<file path="src/design/accumulator_cpu_instruction_step_assert.svh">
// Assertion helpers included by the top-level design file.
`ifndef ACCUMULATOR_CPU_INSTRUCTION_STEP_ASSERT_SVH
`define ACCUMULATOR_CPU_INSTRUCTION_STEP_ASSERT_SVH

// Same-cycle implication.
`define ACIS_IMPL(lbl, clk, rst_n, ante, cons) \
    lbl: assert property (@(posedge clk) disable iff (!rst_n) (ante) |-> (cons)) \
        else $error("assertion failed");

// Next-cycle implication.
`define ACIS_NEXT(lbl, clk, rst_n, ante, cons) \
    lbl: assert property (@(posedge clk) disable iff (!rst_n) (ante) |=> (cons)) \
        else $error("assertion failed");

`endif

</file>
<file path="src/design/acis_pkg.sv">
`default_nettype none
package acis_pkg;

    localparam int MEM_DEPTH = 65536;
    localparam int MEM_AW    = 16;

    // Item opcodes on the input channel.
    localparam logic [1:0] ITEM_WR   = 2'd0;
    localparam logic [1:0] ITEM_RD   = 2'd1;
    localparam logic [1:0] ITEM_EXEC = 2'd2;

    localparam logic [1:0] HALT_RUN = 2'd0;
    localparam logic [1:0] HALT_NOP = 2'd1;
    localparam logic [1:0] HALT_BAD = 2'd2;

    localparam logic [7:0] SP_INIT_VAL = 8'hFE;

    // Instruction opcodes.
    localparam logic [7:0] OP_NOP     = 8'h00;
    localparam logic [7:0] OP_OUT     = 8'h01;
    localparam logic [7:0] OP_IN      = 8'h02;
    localparam logic [7:0] OP_LDA_I   = 8'h03;
    localparam logic [7:0] OP_LDX_I   = 8'h04;
    localparam logic [7:0] OP_LDY_I   = 8'h05;
    localparam logic [7:0] OP_LDA_M   = 8'h06;
    localparam logic [7:0] OP_LDA_MX  = 8'h07;
    localparam logic [7:0] OP_LDA_MY  = 8'h08;
    localparam logic [7:0] OP_LDA_IND = 8'h09;
    localparam logic [7:0] OP_STA_M   = 8'h0A;
    localparam logic [7:0] OP_STX_M   = 8'h0B;
    localparam logic [7:0] OP_STY_M   = 8'h0C;
    localparam logic [7:0] OP_STA_MX  = 8'h0D;
    localparam logic [7:0] OP_STA_MY  = 8'h0E;
    localparam logic [7:0] OP_STA_IND = 8'h0F;
    localparam logic [7:0] OP_INA     = 8'h10;
    localparam logic [7:0] OP_INX     = 8'h11;
    localparam logic [7:0] OP_INY     = 8'h12;
    localparam logic [7:0] OP_DEA     = 8'h13;
    localparam logic [7:0] OP_DEX     = 8'h14;
    localparam logic [7:0] OP_DEY     = 8'h15;
    localparam logic [7:0] OP_TAX     = 8'h16;
    localparam logic [7:0] OP_TXA     = 8'h17;
    localparam logic [7:0] OP_TYA     = 8'h18;
    localparam logic [7:0] OP_TAY     = 8'h19;
    localparam logic [7:0] OP_TXY     = 8'h1A;
    localparam logic [7:0] OP_TYX     = 8'h1B;
    localparam logic [7:0] OP_LDA_SP  = 8'h1C;
    localparam logic [7:0] OP_STA_SP  = 8'h1D;
    localparam logic [7:0] OP_SEC     = 8'h1E;
    localparam logic [7:0] OP_CLC     = 8'h1F;
    localparam logic [7:0] OP_ADD_I   = 8'h20;
    localparam logic [7:0] OP_ADD_M   = 8'h21;
    localparam logic [7:0] OP_ADD_X   = 8'h22;
    localparam logic [7:0] OP_ADD_Y   = 8'h23;
    localparam logic [7:0] OP_SUB_I   = 8'h24;
    localparam logic [7:0] OP_SUB_M   = 8'h25;
    localparam logic [7:0] OP_SUB_X   = 8'h26;
    localparam logic [7:0] OP_SUB_Y   = 8'h27;
    localparam logic [7:0] OP_NAND_I  = 8'h28;
    localparam logic [7:0] OP_NAND_M  = 8'h29;
    localparam logic [7:0] OP_NAND_X  = 8'h2A;
    localparam logic [7:0] OP_NAND_Y  = 8'h2B;
    localparam logic [7:0] OP_ROL1    = 8'h2C;
    localparam logic [7:0] OP_ROL2    = 8'h2D;
    localparam logic [7:0] OP_ROL4    = 8'h2E;
    localparam logic [7:0] OP_AND_I   = 8'h2F;
    localparam logic [7:0] OP_OR_I    = 8'h30;
    localparam logic [7:0] OP_NOT     = 8'h31;
    localparam logic [7:0] OP_XOR_I   = 8'h32;
    localparam logic [7:0] OP_JMP     = 8'h33;
    localparam logic [7:0] OP_JZ      = 8'h34;
    localparam logic [7:0] OP_JC      = 8'h35;
    localparam logic [7:0] OP_JMP_IND = 8'h36;
    localparam logic [7:0] OP_SP_INIT = 8'h37;
    localparam logic [7:0] OP_PHA     = 8'h38;
    localparam logic [7:0] OP_PHX     = 8'h39;
    localparam logic [7:0] OP_PHY     = 8'h3A;
    localparam logic [7:0] OP_PLA     = 8'h3B;
    localparam logic [7:0] OP_PLX     = 8'h3C;
    localparam logic [7:0] OP_PLY     = 8'h3D;
    localparam logic [7:0] OP_JSR     = 8'h3E;
    localparam logic [7:0] OP_RTS     = 8'h3F;
    localparam logic [7:0] OP_LDA_S   = 8'h40;
    localparam logic [7:0] OP_STA_S   = 8'h41;
    localparam logic [7:0] OP_CMP_I   = 8'h42;
    localparam logic [7:0] OP_CMP_M   = 8'h43;
    localparam logic [7:0] OP_CPX_I   = 8'h44;
    localparam logic [7:0] OP_CPY_I   = 8'h45;
    localparam logic [7:0] OP_CLR_M   = 8'h46;
    localparam logic [7:0] OP_AND_I2  = 8'h47;
    localparam logic [7:0] OP_INC_M   = 8'h48;
    localparam logic [7:0] OP_DEC_M   = 8'h49;
    localparam logic [7:0] OP_PH_I    = 8'h4A;
    localparam logic [7:0] OP_ROLA    = 8'h4B;
    localparam logic [7:0] OP_ROL_M   = 8'h4C;
    localparam logic [7:0] OP_OR_M    = 8'h4D;

    typedef enum logic [1:0] {
        CMD_WRITE,
        CMD_READ,
        CMD_EXEC,
        CMD_NONE
    } t_cmd;

    typedef enum logic [1:0] {
        OPND_NONE,
        OPND_B8,
        OPND_W16
    } t_opnd;

    typedef enum logic [4:0] {
        ST_CLEAR, ST_IDLE, ST_OP, ST_DEC, ST_B1, ST_B2, ST_EXEC,
        ST_MEMRD, ST_IND1, ST_IND2, ST_RMW, ST_SPR,
        ST_PL0, ST_PL1, ST_PL2, ST_PL3,
        ST_PU0, ST_PU1, ST_PU2, ST_PU3,
        ST_DONE
    } t_state;

    typedef struct packed {
        logic [1:0]  opcode;
        logic [15:0] mem_addr;
        logic [7:0]  mem_data;
        logic [7:0]  in_char;
    } t_in_item;

    typedef struct packed {
        logic [7:0]  read_data;
        logic [15:0] prog_counter;
        logic [7:0]  accum;
        logic [7:0]  reg_a_val;
        logic [7:0]  reg_x_val;
        logic [7:0]  reg_y_val;
        logic        zero_bit;
        logic        carry_bit;
        logic        out_valid;
        logic [7:0]  out_char;
        logic [1:0]  status;
    } t_out_item;

    typedef struct packed {
        t_cmd        cmd;
        logic [15:0] addr;
        logic [7:0]  data;
        logic [7:0]  in_char;
    } t_q_item;

    typedef struct packed {
        logic    valid;
        t_q_item item;
    } t_q_port;

    typedef struct packed {
        logic [7:0] acc;
        logic       cf;
        logic       zf;
    } t_alu;

    function automatic t_opnd f_opnd(input logic [7:0] op);
        t_opnd k;
        case (op) inside
            OP_LDA_I, OP_LDX_I, OP_LDY_I, OP_ADD_I, OP_SUB_I, OP_NAND_I, OP_AND_I,
            OP_AND_I2, OP_OR_I, OP_XOR_I, OP_LDA_S, OP_STA_S, OP_CMP_I, OP_CPX_I,
            OP_CPY_I, OP_PH_I:
                k = OPND_B8;
            OP_OUT, OP_IN, OP_LDA_M, OP_LDA_MX, OP_LDA_MY, OP_LDA_IND, OP_STA_M,
            OP_STX_M, OP_STY_M, OP_STA_MX, OP_STA_MY, OP_STA_IND, OP_ADD_M,
            OP_SUB_M, OP_NAND_M, OP_JMP, OP_JZ, OP_JC, OP_JMP_IND, OP_JSR,
            OP_CMP_M, OP_CLR_M, OP_INC_M, OP_DEC_M, OP_ROL_M, OP_OR_M:
                k = OPND_W16;
            default:
                k = OPND_NONE;
        endcase
        return k;
    endfunction

    function automatic t_alu f_load(input logic [7:0] v);
        t_alu r;
        r.acc = v;
        r.cf  = 1'b0;
        r.zf  = (v == 8'h00);
        return r;
    endfunction

    // The accumulator is cleared, A plus carry goes in, then the operand
    // plus the carry out of that first add.
    function automatic t_alu f_add(input logic [7:0] a, input logic [7:0] v,
                                   input logic cin);
        t_alu       r;
        logic [8:0] s1;
        logic [8:0] s2;
        s1    = {1'b0, a} + {8'h00, cin};
        s2    = {1'b0, s1[7:0]} + {1'b0, v} + {8'h00, s1[8]};
        r.acc = s2[7:0];
        r.cf  = s2[8];
        r.zf  = (s2[7:0] == 8'h00);
        return r;
    endfunction

    function automatic t_alu f_sub(input logic [7:0] a, input logic [7:0] v,
                                   input logic cin);
        t_alu       r;
        logic [8:0] s;
        s     = {1'b0, a} + {1'b0, ~v} + {8'h00, cin};
        r.acc = s[7:0];
        r.cf  = s[8];
        r.zf  = (s[7:0] == 8'h00);
        return r;
    endfunction

    function automatic t_alu f_incdec(input logic [7:0] v, input logic up);
        t_alu       r;
        logic [8:0] s;
        s     = {1'b0, v} + (up ? 9'h001 : 9'h0FF);
        r.acc = s[7:0];
        r.cf  = s[8];
        r.zf  = (s[7:0] == 8'h00);
        return r;
    endfunction

    function automatic logic [7:0] f_rotl1(input logic [7:0] v);
        return {v[6:0], v[7]};
    endfunction

endpackage
`default_nettype wire

</file>
<file path="src/design/acis_chan_if.sv">
`default_nettype none
interface acis_in_if import acis_pkg::*; ();
    logic     valid;
    logic     ready;
    t_in_item data;

    modport source(output valid, output data, input ready);
    modport sink(input valid, input data, output ready);
endinterface

`default_nettype wire

</file>
<file path="src/design/acis_front.sv">
`default_nettype none
module acis_front import acis_pkg::*; (
    input  logic      i_clk,
    input  logic      i_rst_n,
    acis_in_if.sink   i_in,
    output t_q_port   o_q,
    input  logic      i_pop
);

    localparam int QD  = 2;
    localparam int QAW = $clog2(QD);

    t_q_item          r_q [QD];
    logic [QAW-1:0]   r_wp, r_rp;
    logic [QAW:0]     r_cnt;
    t_q_item          w_item;
    logic             w_push;

    always_comb begin
        w_item.addr    = i_in.data.mem_addr;
        w_item.data    = i_in.data.mem_data;
        w_item.in_char = i_in.data.in_char;
        unique case (i_in.data.opcode)
            ITEM_WR:   w_item.cmd = CMD_WRITE;
            ITEM_RD:   w_item.cmd = CMD_READ;
            ITEM_EXEC: w_item.cmd = CMD_EXEC;
            default:   w_item.cmd = CMD_NONE;
        endcase
    end

    assign i_in.ready = (r_cnt != QD[QAW:0]);
    assign w_push     = i_in.valid & i_in.ready;
    assign o_q.valid  = (r_cnt != '0);
    assign o_q.item   = r_q[r_rp];

    always_ff @(posedge i_clk) begin
        if (w_push) begin
            r_q[r_wp] <= w_item;
        end
        if (!i_rst_n) begin
            r_wp  <= '0;
            r_rp  <= '0;
            r_cnt <= '0;
        end else begin
            if (w_push) begin
                r_wp <= r_wp + 1'b1;
            end
            if (i_pop) begin
                r_rp <= r_rp + 1'b1;
            end
            r_cnt <= r_cnt + {{QAW{1'b0}}, w_push} - {{QAW{1'b0}}, i_pop};
        end
    end

endmodule
`default_nettype wire

</file>
<file path="src/flat_wrapper.sv">
// flat-port wrapper written by rule: the top's interface ports become plain ports
module acis_front_flat import acis_pkg::*;
  (i_clk, i_rst_n, o_q, i_pop, i_in_valid, i_in_data, i_in_ready);
  acis_in_if i_in_i ();
  input  logic i_clk;
  input  logic i_rst_n;
  output t_q_port o_q;
  input  logic i_pop;
  input wire logic [$bits(i_in_i.valid)-1:0] i_in_valid;
  input wire logic [$bits(i_in_i.data)-1:0] i_in_data;
  output wire logic [$bits(i_in_i.ready)-1:0] i_in_ready;
  assign i_in_i.valid = i_in_valid;
  assign i_in_i.data = i_in_data;
  assign i_in_ready = i_in_i.ready;
  acis_front u_core (.i_clk(i_clk), .i_rst_n(i_rst_n), .i_in(i_in_i), .o_q(o_q), .i_pop(i_pop));
endmodule
</file>
<file path="config.mk">
export PLATFORM = sky130hd
export DESIGN_NAME = acis_front_flat
export DESIGN_NICKNAME = d
export VERILOG_FILES = /design/src/design/accumulator_cpu_instruction_step_assert.svh /design/src/design/acis_pkg.sv /design/src/design/acis_chan_if.sv /design/src/design/acis_front.sv /design/src/flat_wrapper.sv
export SDC_FILE = /design/constraint.sdc
export NUM_CORES = 1
export LEC_CHECK = 0
export BUFFER_PORTS_ARGS = -buffer_cell sky130_fd_sc_hd__buf_4
export CORE_MARGIN = 8
export CORE_UTILIZATION = 52
export CTS_CLUSTER_SIZE = 40
export DETAILED_ROUTE_END_ITERATION = 12
export HOLD_SLACK_MARGIN = 0.15
export PLACE_DENSITY = 0.79
export SLEW_MARGIN = 20
export SYNTH_ARGS = -nofsm -noshare
export SYNTH_HDL_FRONTEND = slang
export SYNTH_SLANG_ARGS = --single-unit
</file>
<file path="constraint.sdc">
create_clock -name i_clk -period 2.4 [get_ports i_clk]
set_clock_uncertainty 0.05 [all_clocks]
set_input_delay 0.48 -clock i_clk [delete_from_list [all_inputs] [get_ports i_clk]]
set_output_delay 0.48 -clock i_clk [all_outputs]
set_load 0.05 [all_outputs]
</file>
=== Word-level counts from Yosys, hierarchy flattened ===
Memories as Yosys holds them, arrays and structs flattened. A register that Yosys moved wholly into a read port is not among the register bits.
Cells that the tools add are included.

* Register bits after elaboration: 4
* Latch bits: 0
* Bits in writable memories: 68
* Bits in read-only memories: 0
* Bits of input ports: 38
* Output and inout port bits: 36
* Logic and storage cells: 19
* Memories: 1

* Add/subtract/negate cells: 4
* Multipliers: 0
* Divide/modulo/power cells: 0
* Order comparisons: 0
* Eq/ne operators: 3
* Shifts and indexed selects: 0
* Mux-type cells: 5
* Bitwise operators: 1
* Reduce and logical (&&, ||, !) cells: 2

{| class="wikitable"
|+ Memory list
! memory !! words !! width !! rd ports !! clocked after Yosys merged registers in !! wr ports !! RTL line !! source
|-
| u_core.r_q || 2 || 34 || 1 || 1 || 1 || acis_front.sv:13 || <nowiki>t_q_item r_q [QD];</nowiki>
|}

{| class="wikitable"
|+ Operators with widths
! cell !! count
|-
| 2-bit case mux with 3 select lines || 1
|-
| 1-bit 2-to-1 mux || 4
|-
| 1-bit adder, second input constant || 2
|-
| 2-bit by 1-bit adder with 2-bit output || 1
|-
| 2-bit by 1-bit equality test with 1-bit output, second input constant || 1
|-
| 2-bit equality test, second input constant || 1
|-
| 2-bit zero test || 1
|-
| 2-bit inequality test, second input constant || 1
|-
| 2-bit nonzero test || 1
|-
| 2-bit by 1-bit subtractor with 2-bit output || 1
|-
| 1-bit AND || 1
|}

=== Longest topological paths before layout ===
Gate-level depths: netlist (run 1).

* Depth in word-level cells: 4
* Depth in mapped cells: 5
* Depth with buffers taken out: 5

=== Least setup slack after synthesis (run 1) ===
Ideal clock, no wire load.

* Path kind: register to register
* From: register u_core.r_cnt[0]
* To: memory u_core.r_q[1][0] in the netlist's numbering (enable)
* Library setup time: 394 ps
* Arrival: 1499 ps
* Required time: 1956 ps
* Slack: 456 ps
* Stages on the path, launching flop included: 3
* Buffers on the path: 0
* Period minus slack after synthesis: 1944 ps
* Cells stage by stage: dfxtp_1 nand2b_4 and3_1

* Word-level cells in the longest chain between the ends: 4

{| class="wikitable"
|+ RTL lines
! item !! RTL line !! source
|-
| start, declared || acis_front.sv:15 || <nowiki>logic [QAW:0] r_cnt;</nowiki>
|-
| start signal, assigned || acis_front.sv:51 || <nowiki>r_cnt <= r_cnt + {{QAW{1'b0}}, w_push} - {{QAW{1'b0}}, i_pop};</nowiki>
|-
| 2-bit inequality test || acis_front.sv:31 || <nowiki>assign i_in.ready = (r_cnt != QD[QAW:0]);</nowiki>
|-
| net i_in_ready || flat_wrapper.sv:11 || <nowiki>output wire logic [$bits(i_in_i.ready)-1:0] i_in_ready;</nowiki>
|-
| 1-bit AND || acis_front.sv:32 || <nowiki>assign w_push = i_in.valid & i_in.ready;</nowiki>
|-
| 1-bit 2-to-1 mux || acis_front.sv:37 || <nowiki>if (w_push) begin</nowiki>
|-
| 1-bit 2-to-1 mux (implied by the code) || acis_front.sv:38 || <nowiki>r_q[r_wp] <= w_item;</nowiki>
|-
| end, declared || acis_front.sv:13 ||
|}

The timed path passes the listed nets, and every way through them passes these cells.

==> results.py, run 1 <==
metrics = {
    "worst_setup_path": {
        "cp_max_fo": 23,
        "crit_path_end_kind": "output port",
        "critPathRequiredTime_ns": 1.87,
        "crit_type": "reg -> out",
        "critPathArrivalTime_ns": 1.59,
        "startpoint_type": "flop",
    },
    "sta": {
        "tns_ns": 0,
        "fmax_ghz": 0.471,
        "final_max_slew_viol_count": 0,
        "layout_setup_ws_ns": 0.278,
        "rsz0062_at_grt": "no",
        "finalHoldViolCount": 0,
        "worst_pin_slew_ns": 0.404,
        "relSlewSlack": 0.731,
        "final.min_clock_period_ns": 2.12,
        "fin_crit_sh": 0.884,
        "final-setup-viol-count": 0,
    },
    "synthesis": {
        "netlist.area_leader.share": 0.717,
        "async_reset_ff_frac": 0,
        "synth_compound_gate_area_share": 0.0119,
        "syn_area_mm2": 0.00285,
        "ys_seq_area_frac": 0.752,
        "synthAdderAreaFrac": 0.00439,
        "netlist_instances": 134,
        "synth_top_family_by_area": "multiplexers",
        "synth_top_area_cell": "edfxtp_1",
        "synthXorXnorAreaFrac": 0.00307,
        "synth_edf_count": 68,
        "yosys.area_share.simple": 0.0268,
        "ys.flop_type": "edfxtp_1",
        "muxShareOfSynthArea": 0.181,
        "ys_top_cells_by_area": "edfxtp_1 72%, mux2_4 16%, dfxtp_1 3.5%",
        "avgSynthCellArea_um2": 21.3,
        "ys.warnings.count": 0,
        "synth_seq_cells": 73,
        "syn_nets": 173,
        "ys_types": 23,
    },
    "pwr": {
        "p_per_area_mw_per_mm2": 853,
        "ir_worst_vdd_mv": 0.592,
        "p_leak_uw": 0.00146,
        "p_total_uw": 3120,
    },
    "routing": {
        "dr.pass1.iters": 4,
        "antenna_left": 0,
        "post-route-drc-count": 0,
        "routed_via_density": 4.99,
        "wl_mm": 5.23,
        "vias": 1473,
        "routedWlPerCell_um": 17.7,
        "drtIter0Drc": 92,
    },
    "clock_network": {
        "cts_tree": "built",
        "numCtsBuffers": 9,
        "clk_latency_ns": 0.33,
        "hold_buffers": 0,
        "cts_max_path_buffers": 2,
        "cts_resized": 0,
        "post_cts.repair.setup_buffers": 0,
        "cts.sinks": 73,
        "cts-root-buf": "clkbuf_8",
        "cts.clk_slew.worst_paths_ns": 0.07,
        "cts_max_level": 3,
    },
    "floorplanning": {
        "rows": 27,
        "core-area_mm2": 0.00541,
        "die_y_um": 90.0,
        "io_pins": 74,
        "dieArea_mm2": 0.00810,
        "initial_core_util": 0.527,
        "die_x_um": 90.0,
    },
    "place": {
        "io_buffers": 73,
        "routabilityCongestion": 0.714,
        "post-place-ws_ns": 0.610,
        "place_hpwl_mm": 3.94,
    },
    "outcome": {
        "status": "finished, final reports clean",
    },
    "worst_hold_path": {
        "hp-class": "in -> reg",
    },
    "global_route": {
        "grt_pass1_wl_mm": 8.11,
        "grt_usage": 0.131,
        "grt_max_degree": 24,
        "grt_antenna_before_repair": 0,
        "grt_pass1_vias": 1616,
        "grt_overflow": 0,
    },
    "finish": {
        "area_growth_pct": 28.3,
        "diodes": 0,
        "multiInputGateArea_um2": 647,
        "final_common_cell": "buf_4",
        "fillCellCount": 358,
        "layout_common_cells": "79 x buf_4, 68 x edfxtp_1, 30 x mux2_4, 11 x clkbuf_8",
        "regArea_mm2": 0.00214,
        "drive_above_1_share": 0.592,
        "nNetsFinal": 257,
    },
    "flow_run": {
        "maxCapViolations": 0,
    },
}
## area by class of cell
cell class	instances	share of cell area
flip-flops and latches	73	0.586
multi-input cells	53	0.177
repair buffers	79	0.162
clock buffers	14	0.0445
well taps	72	0.0246
clock inverters	2	0.00342
inverters	2	0.00205
## where the power goes
part / leakage (uW) / internal (uW) / total, uW / switching (uW)
combinational: 0.000703 / 288 / 753 / 464
clock: 0.0000867 / 431 / 827 / 396
sequential: 0.000675 / 1510 / 1540 / 30.3
total: 0.00146 / 2230 / 3120 / 891
## routing by layer
| layer | GRT usage | wire [um] | up-vias |
|---|---|---|---|
| li1 | - | - | 679 |
| met1 | 0.126 | 1890 | 728 |
| met2 | 0.237 | 2900 | 50 |
| met3 | 0.0308 | 245 | 16 |
| met4 | 0.0999 | 191 | 0 |
| met5 | 0 | 0 | - |
## cells by family after synthesis
group	after synthesis
compound gates	4
xor+xnor	1
mux	36
buf+inv	8
fa+ha+maj	1
flops	73
simple gates	11
## metrics by stage
| stage | hold slack [ns] | util | area (um^2) | instances |
|---|---|---|---|---|
| floorplan | 0.476 | - | 2850 | 134 |
| global placement | 0.492 | 0.644 | 3480 | 279 |
| detailed placement | 0.519 | 0.644 | 3480 | 279 |
| CTS | 0.264 | 0.676 | 3660 | 295 |
| global route | 0.266 | 0.676 | 3660 | 295 |
| finish | 0.280 | 0.676 | 3660 | 295 |
## worst max-delay path, cell delays in order, from the launching register on
cell     delay, ns
dfxtp_2       0.32
buf_4         0.36
mux2_2        0.39
buf_4         0.19
## state kept, by name, indices dropped and copies added (netlist names), named ones only
| name | count |
|---|---|
| u_core.r_rp | 1 |
| u_core.r_wp | 1 |
| u_core.r_q | 68 |
| u_core.r_cnt | 2 |
## synthesized netlist by cell type (2+ instances only)
master and count:
and2_1 2, buf_6 4, inv_1 2, mux2i_1 2, mux2_4 30, dfxtp_1 5, clkbuf_1 2, edfxtp_1 68
nand2_1 2, mux2_2 4
## worst paths after layout
| kind | start | to | slack (ns) | depth (start not counted) |
|---|---|---|---|---|
| max reg2reg | u_core.r_cnt[0]$_SDFF_PN0_ | u_core.r_cnt[1]$_SDFF_PN0_ | 0.91 | 5 |
| min reg2reg | u_core.r_rp$_SDFFE_PN0P_ | u_core.r_rp$_SDFFE_PN0P_ | 0.55 | 2 |
| min | i_in_data[26] | u_core.r_q[1][26]$_DFFE_PP_ | 0.28 | 1 |
| max | flop | o_q[23] | 0.28 | 3 |
No activity file was read; power rests on OpenSTA's default activity.
==> run 2, diff against run 1 <==
--- a/constraint.sdc
+++ b/constraint.sdc
@@ -4,2 +4,2 @@
 set_output_delay 0.48 -clock i_clk [all_outputs]
-set_load 0.05 [all_outputs]
+set_load 0.01 [all_outputs]
==> results.py, run 2 (synthesis results as in run 1) <==
metrics = {
    "routing": {
        "met1Wirelength_mm": 1.92,
        "routed_via_density": 4.91,
        "wl_mm": 5.31,
        "drtIter0Drc": 110,
        "routedWlPerCell_um": 18.1,
        "post-route-drc-count": 0,
        "top_layer_used": "met4",
        "met2_wirelength_mm": 2.96,
        "dr.pass1.iters": 4,
        "vias": 1440,
        "antenna_left": 0,
        "dr_wl_met3_um": 301,
    },
    "global_route": {
        "grt_pass1_vias": 1625,
        "grt_max_degree": 35,
        "grt_usage": 0.138,
        "grt_antenna_before_repair": 0,
        "grt_pass1_wl_mm": 8.54,
        "grt_overflow": 0,
    },
    "worst_setup_path": {
        "regToRegSetupSlack_ns": 0.85,
        "reg2reg_depth": 5,
        "startpoint_type": "flop",
        "critPathArrivalTime_ns": 1.46,
        "rr_endpoint": "u_core.r_cnt[1]$_SDFF_PN0_",
        "crit_path_end_kind": "output port",
        "critPathRequiredTime_ns": 1.87,
        "crit_type": "reg -> out",
        "r2r_start": "u_core.r_cnt[0]$_SDFF_PN0_",
        "cp_max_fo": 34,
    },
    "clock_network": {
        "cts_max_level": 3,
        "hold_buffers": 0,
        "post_cts.repair.setup_buffers": 0,
        "numCtsBuffers": 9,
        "cts_resized": 0,
        "clk_latency_ns": 0.34,
        "cts.clk_slew.worst_paths_ns": 0.08,
        "cts-root-buf": "clkbuf_8",
        "cts_max_path_buffers": 2,
        "cts.sinks": 73,
        "cts_tree": "built",
    },
    "pwr": {
        "ir_worst_vdd_mv": 0.609,
        "p_leak_uw": 0.00147,
        "p_total_uw": 2920,
        "p_per_area_mw_per_mm2": 797,
    },
    "sta": {
        "final-setup-viol-count": 0,
        "final.min_clock_period_ns": 1.99,
        "rsz0062_at_grt": "no",
        "fin_crit_sh": 0.829,
        "final_max_slew_viol_count": 0,
        "worst_pin_slew_ns": 0.295,
        "fmax_ghz": 0.502,
        "holdWs_ns": 0.269,
        "relSlewSlack": 0.803,
        "finalHoldViolCount": 0,
        "tns_ns": 0,
    },
    "worst_hold_path": {
        "hp-class": "in -> reg",
        "min_path_cells": 1,
        "holdPathEnd": "u_core.r_q[1][19]$_DFFE_PP_",
        "hold_start": "i_in_data[19]",
    },
    "floorplanning": {
        "io_pins": 74,
        "dieArea_mm2": 0.00810,
        "die_y_um": 90.0,
        "core-area_mm2": 0.00541,
        "rows": 27,
        "initial_core_util": 0.527,
        "die_x_um": 90.0,
    },
    "place": {
        "place_hpwl_mm": 3.79,
        "routabilityCongestion": 0.709,
        "io_buffers": 73,
    },
    "finish": {
        "area_growth_pct": 28.5,
        "final_common_cell": "buf_4",
        "drive_above_1_share": 0.588,
        "final_core_util": 0.677,
        "diodes": 0,
        "largest_reg_flops": 68,
        "regMostFlops": "u_core.r_q",
        "top_regs": "u_core.r_q (68), u_core.r_cnt (2)",
        "nNetsFinal": 256,
        "layout_common_cells": "77 x buf_4, 68 x edfxtp_1, 30 x mux2_4, 9 x clkbuf_8",
    },
    "flow_run": {
        "maxCapViolations": 0,
    },
    "outcome": {
        "status": "finished, final reports clean",
    },
}
run 2: layout make-up:
class                      instances  area (um^2)
clock inverter                     5         47.5
fill                             365         1740
timing repair buffer              78          598
multi-input combinational         53          647
inverter                           2         7.51
clock buffer                      10          128
sequential                        73         2140
tap                               72         90.1
run 2: critical path, stage by stage (launching register included):
cell	delay, ns
dfxtp_2	0.34
buf_12	0.24
mux2_2	0.38
buf_4	0.14
run 2: worst max-delay path by stage:
stage | start | end | depth (start not counted)
after floorplan | u_core.r_cnt[0]$_SDFF_PN0_ | u_core.r_q[1][0]$_DFFE_PP_ | 2
after global placement | flop | o_q[19] | 3
after detailed placement | i_pop | u_core.r_cnt[1]$_SDFF_PN0_ | 5
after CTS | flop | o_q[21] | 3
after global routing | flop | o_q[19] | 3
final | flop | o_q[19] | 3
run 2: through the flow:
step	instance area, um^2	std cells	setup WS [ns]
6_report	3660	293	0.409
5_1_grt	3660	293	0.350
4_1_cts	3660	293	0.388
3_5_place_dp	3490	278	0.666
3_3_place_gp	3490	278	0.789
2_1_floorplan	2850	134	0.562
run 2: power breakdown:
part | switching, uW | leakage, uW | internal (uW)
Clock | 411 | 0.0000910 | 464
Sequential | 31.8 | 0.000675 | 1510
Combinational | 219 | 0.000702 | 284
Total | 662 | 0.00147 | 2260
run 2: per-layer routing:
layer	track usage	up-vias
li1	-	676
met1	0.132	710
met2	0.241	42
met3	0.0590	12
met4	0.0818	0
met5	0	-
==> run 3, diff against run 2 <==
Settings changed: ABC_AREA from default to 1, CORE_UTILIZATION 52 to 47, PLACE_DENSITY 0.79 to 0.75.
Clock period 2.4 ns to 1.6 ns, I/O delays scaled along.
==> results.py, run 3 <==
metrics = {
    "finish": {
        "fillCellCount": 373,
        "nNetsFinal": 298,
        "top_regs": "u_core.r_q (68), u_core.r_cnt (2)",
        "drive_above_1_share": 0.513,
        "layout_common_cells": "68 x edfxtp_1, 41 x buf_4, 34 x mux2_4, 34 x dlygate4sd3_1, 34 x buf_6",
        "final_common_cell": "edfxtp_1",
        "stdcell_area_mm2": 0.00420,
        "largest_reg_flops": 68,
        "diodes": 0,
        "area_growth_pct": 48.3,
        "regMostFlops": "u_core.r_q",
    },
    "synthesis": {
        "muxShareOfSynthArea": 0.175,
        "avgSynthCellArea_um2": 20.4,
        "yosys-top-cells-count": "68 x edfxtp_1, 30 x mux2_4, 9 x nand2_1",
        "ys.warnings.count": 0,
        "syn_nets": 178,
        "yosys.area_share.simple": 0.0265,
        "synthXorXnorAreaFrac": 0.00309,
        "yosysMostFrequentCell": "edfxtp_1",
        "netlist_instances": 139,
        "synth_edf_count": 68,
        "netlist.area_leader.share": 0.721,
        "synth_seq_cells": 73,
        "async_reset_ff_frac": 0,
        "synth_top_family_by_area": "multiplexers",
        "ys_seq_area_frac": 0.756,
        "ys_top_cells_by_area": "edfxtp_1 72%, mux2_4 16%, dfxtp_1 3.5%",
        "ys_types": 15,
        "syn_area_mm2": 0.00283,
        "synth_top_area_cell": "edfxtp_1",
        "synthAdderAreaFrac": 0.00442,
        "synth_compound_gate_area_share": 0.00177,
        "ys.flop_type": "edfxtp_1",
    },
    "sta": {
        "final_max_slew_viol_count": 0,
        "fmax_ghz": 0.574,
        "final.min_clock_period_ns": 1.74,
        "fin_crit_sh": 1.09,
        "worst_pin_slew_ns": 0.182,
        "tns_ns": -4.02,
        "finalHoldViolCount": 0,
        "layout_setup_ws_ns": -0.142,
        "final-setup-viol-count": 34,
        "rsz0062_at_grt": "yes",
        "relSlewSlack": 0.878,
    },
    "worst_setup_path": {
        "cp_max_fo": 12,
        "regToRegSetupSlack_ns": 0.25,
        "crit_type": "reg -> out",
        "crit_path_end_kind": "output port",
        "critPathArrivalTime_ns": 1.37,
        "startpoint_type": "flop",
        "critPathRequiredTime_ns": 1.23,
    },
    "routing": {
        "routed_via_density": 4.59,
        "antenna_left": 0,
        "wl_mm": 5.57,
        "routedWlPerCell_um": 16.5,
        "vias": 1552,
        "drtIter0Drc": 48,
        "dr.pass1.iters": 4,
        "post-route-drc-count": 0,
    },
    "clock_network": {
        "post_cts.repair.setup_buffers": 0,
        "cts-root-buf": "clkbuf_8",
        "cts_tree": "built",
        "cts_max_level": 3,
        "clk_latency_ns": 0.33,
        "cts_max_path_buffers": 2,
        "numCtsBuffers": 9,
        "cts.clk_slew.worst_paths_ns": 0.07,
        "cts.sinks": 73,
    },
    "floorplanning": {
        "initial_core_util": 0.481,
        "dieArea_mm2": 0.00877,
        "io_pins": 74,
        "die_x_um": 93.6,
        "rows": 28,
        "core-area_mm2": 0.00589,
        "die_y_um": 93.6,
    },
    "pwr": {
        "p_per_area_mw_per_mm2": 1050,
        "ir_worst_vdd_mv": 0.721,
        "p_int_uw": 3390,
        "switching_share": 0.232,
        "p_leak_uw": 0.00169,
        "switchingPower_uw": 1030,
        "clkPwrFrac": 0.256,
        "p_comb_frac": 0.215,
        "seq_power_share": 0.530,
    },
    "worst_hold_path": {
        "hp-class": "in -> reg",
    },
    "global_route": {
        "grt_antenna_before_repair": 0,
        "grt_pass1_vias": 1773,
        "grt_pass1_wl_mm": 8.75,
        "grt_max_degree": 28,
        "grt_usage": 0.134,
        "grt_overflow": 0,
    },
    "place": {
        "place_hpwl_mm": 3.49,
        "placed_area_mm2": 0.00350,
        "io_buffers": 73,
        "routabilityCongestion": 0.754,
    },
    "outcome": {
        "status": "finished with violations",
        "violations": "negative setup slack",
    },
    "flow_run": {
        "maxCapViolations": 0,
    },
}
[run 3: cell types whose count changed after synthesis, moves of 3 or more]
cell and delta:
buf_12 +3, buf_6 -3, nor2_1 +8, nand2_1 +7
[run 3: through the flow]
stage	hold slack, ns	worst slack [ns]	util	power, uW	instances
after floorplan	0.369	0.0102	-	2790	139
after global placement	0.426	0.189	0.594	3130	287
after detailed placement	0.457	0.180	0.594	3150	287
after CTS	0.175	-0.178	0.697	4420	337
after global routing	0.198	-0.200	0.714	4620	338
final	0.188	-0.142	0.714	4420	338
[run 3: layout make-up]
cell class / instances / area, um^2 / area share
clock buffers: 10 / 128 / 0.0304
inverters: 4 / 18.8 / 0.00447
multi-input cells: 56 / 627 / 0.149
repair buffers: 115 / 1160 / 0.277
clock inverters: 5 / 23.8 / 0.00566
well taps: 75 / 93.8 / 0.0223
flip-flops and latches: 73 / 2150 / 0.511
[run 3: kinds of logic (layout without fill, tap and decap cells)]
| kind of cell | Yosys count | count (layout) |
|---|---|---|
| mux | 34 | 34 |
| fa+ha+maj | 1 | 1 |
| compound gates | 1 | 1 |
| flops | 73 | 73 |
| xor+xnor | 1 | 1 |
| simple gates | 19 | 19 |
| buf+inv | 10 | 134 |
[run 3: critical path, cell delays in order (launching register included)]
cell and delay [ns]:
dfxtp_4 0.42, buf_16 0.18, mux2_4 0.32, buf_6 0.12
[run 3: worst paths after layout]
| check | depth (start not counted) | start | end |
|---|---|---|---|
| setup / recovery | 3 | flop | o_q[33] |
| hold / removal | 3 | i_rst_n | u_core.r_cnt[1]$_SDFF_PN0_ |
| setup reg to reg | 7 | u_core.r_cnt[0]$_SDFF_PN0_ | u_core.r_q[1][23]$_DFFE_PP_ |
| hold reg to reg | 2 | u_core.r_rp$_SDFFE_PN0P_ | u_core.r_rp$_SDFFE_PN0P_ |
[run 3: per-layer routing]
layer | GRT usage | vias to the layer above | share of wire | wire length, um
li1 | - | 760 | - | -
met1 | 0.132 | 742 | 0.39 | 2150
met2 | 0.240 | 41 | 0.54 | 3020
met3 | 0.0545 | 9 | 0.055 | 306
met4 | 0.0621 | 0 | 0.017 | 97
met5 | 0 | - | 0 | 0
[run 3: what timing repair did]
action	4_1_cts	5_1_grt
endpoints found under the setup margin	34	34
gates resized for setup	24	19
hold buffers	34	0
endpoints found under the hold margin	68	0
gates cloned	1	1
[run 3: power groups by stage]
stage / clock network (uW) / logic [uW] / registers (uW)
finish: 1130 / 949 / 2340
floorplan: 0 / 428 / 2360
global placement: 0 / 764 / 2370
global route: 1250 / 1010 / 2360
detailed placement: 0 / 770 / 2380
CTS: 1170 / 906 / 2340
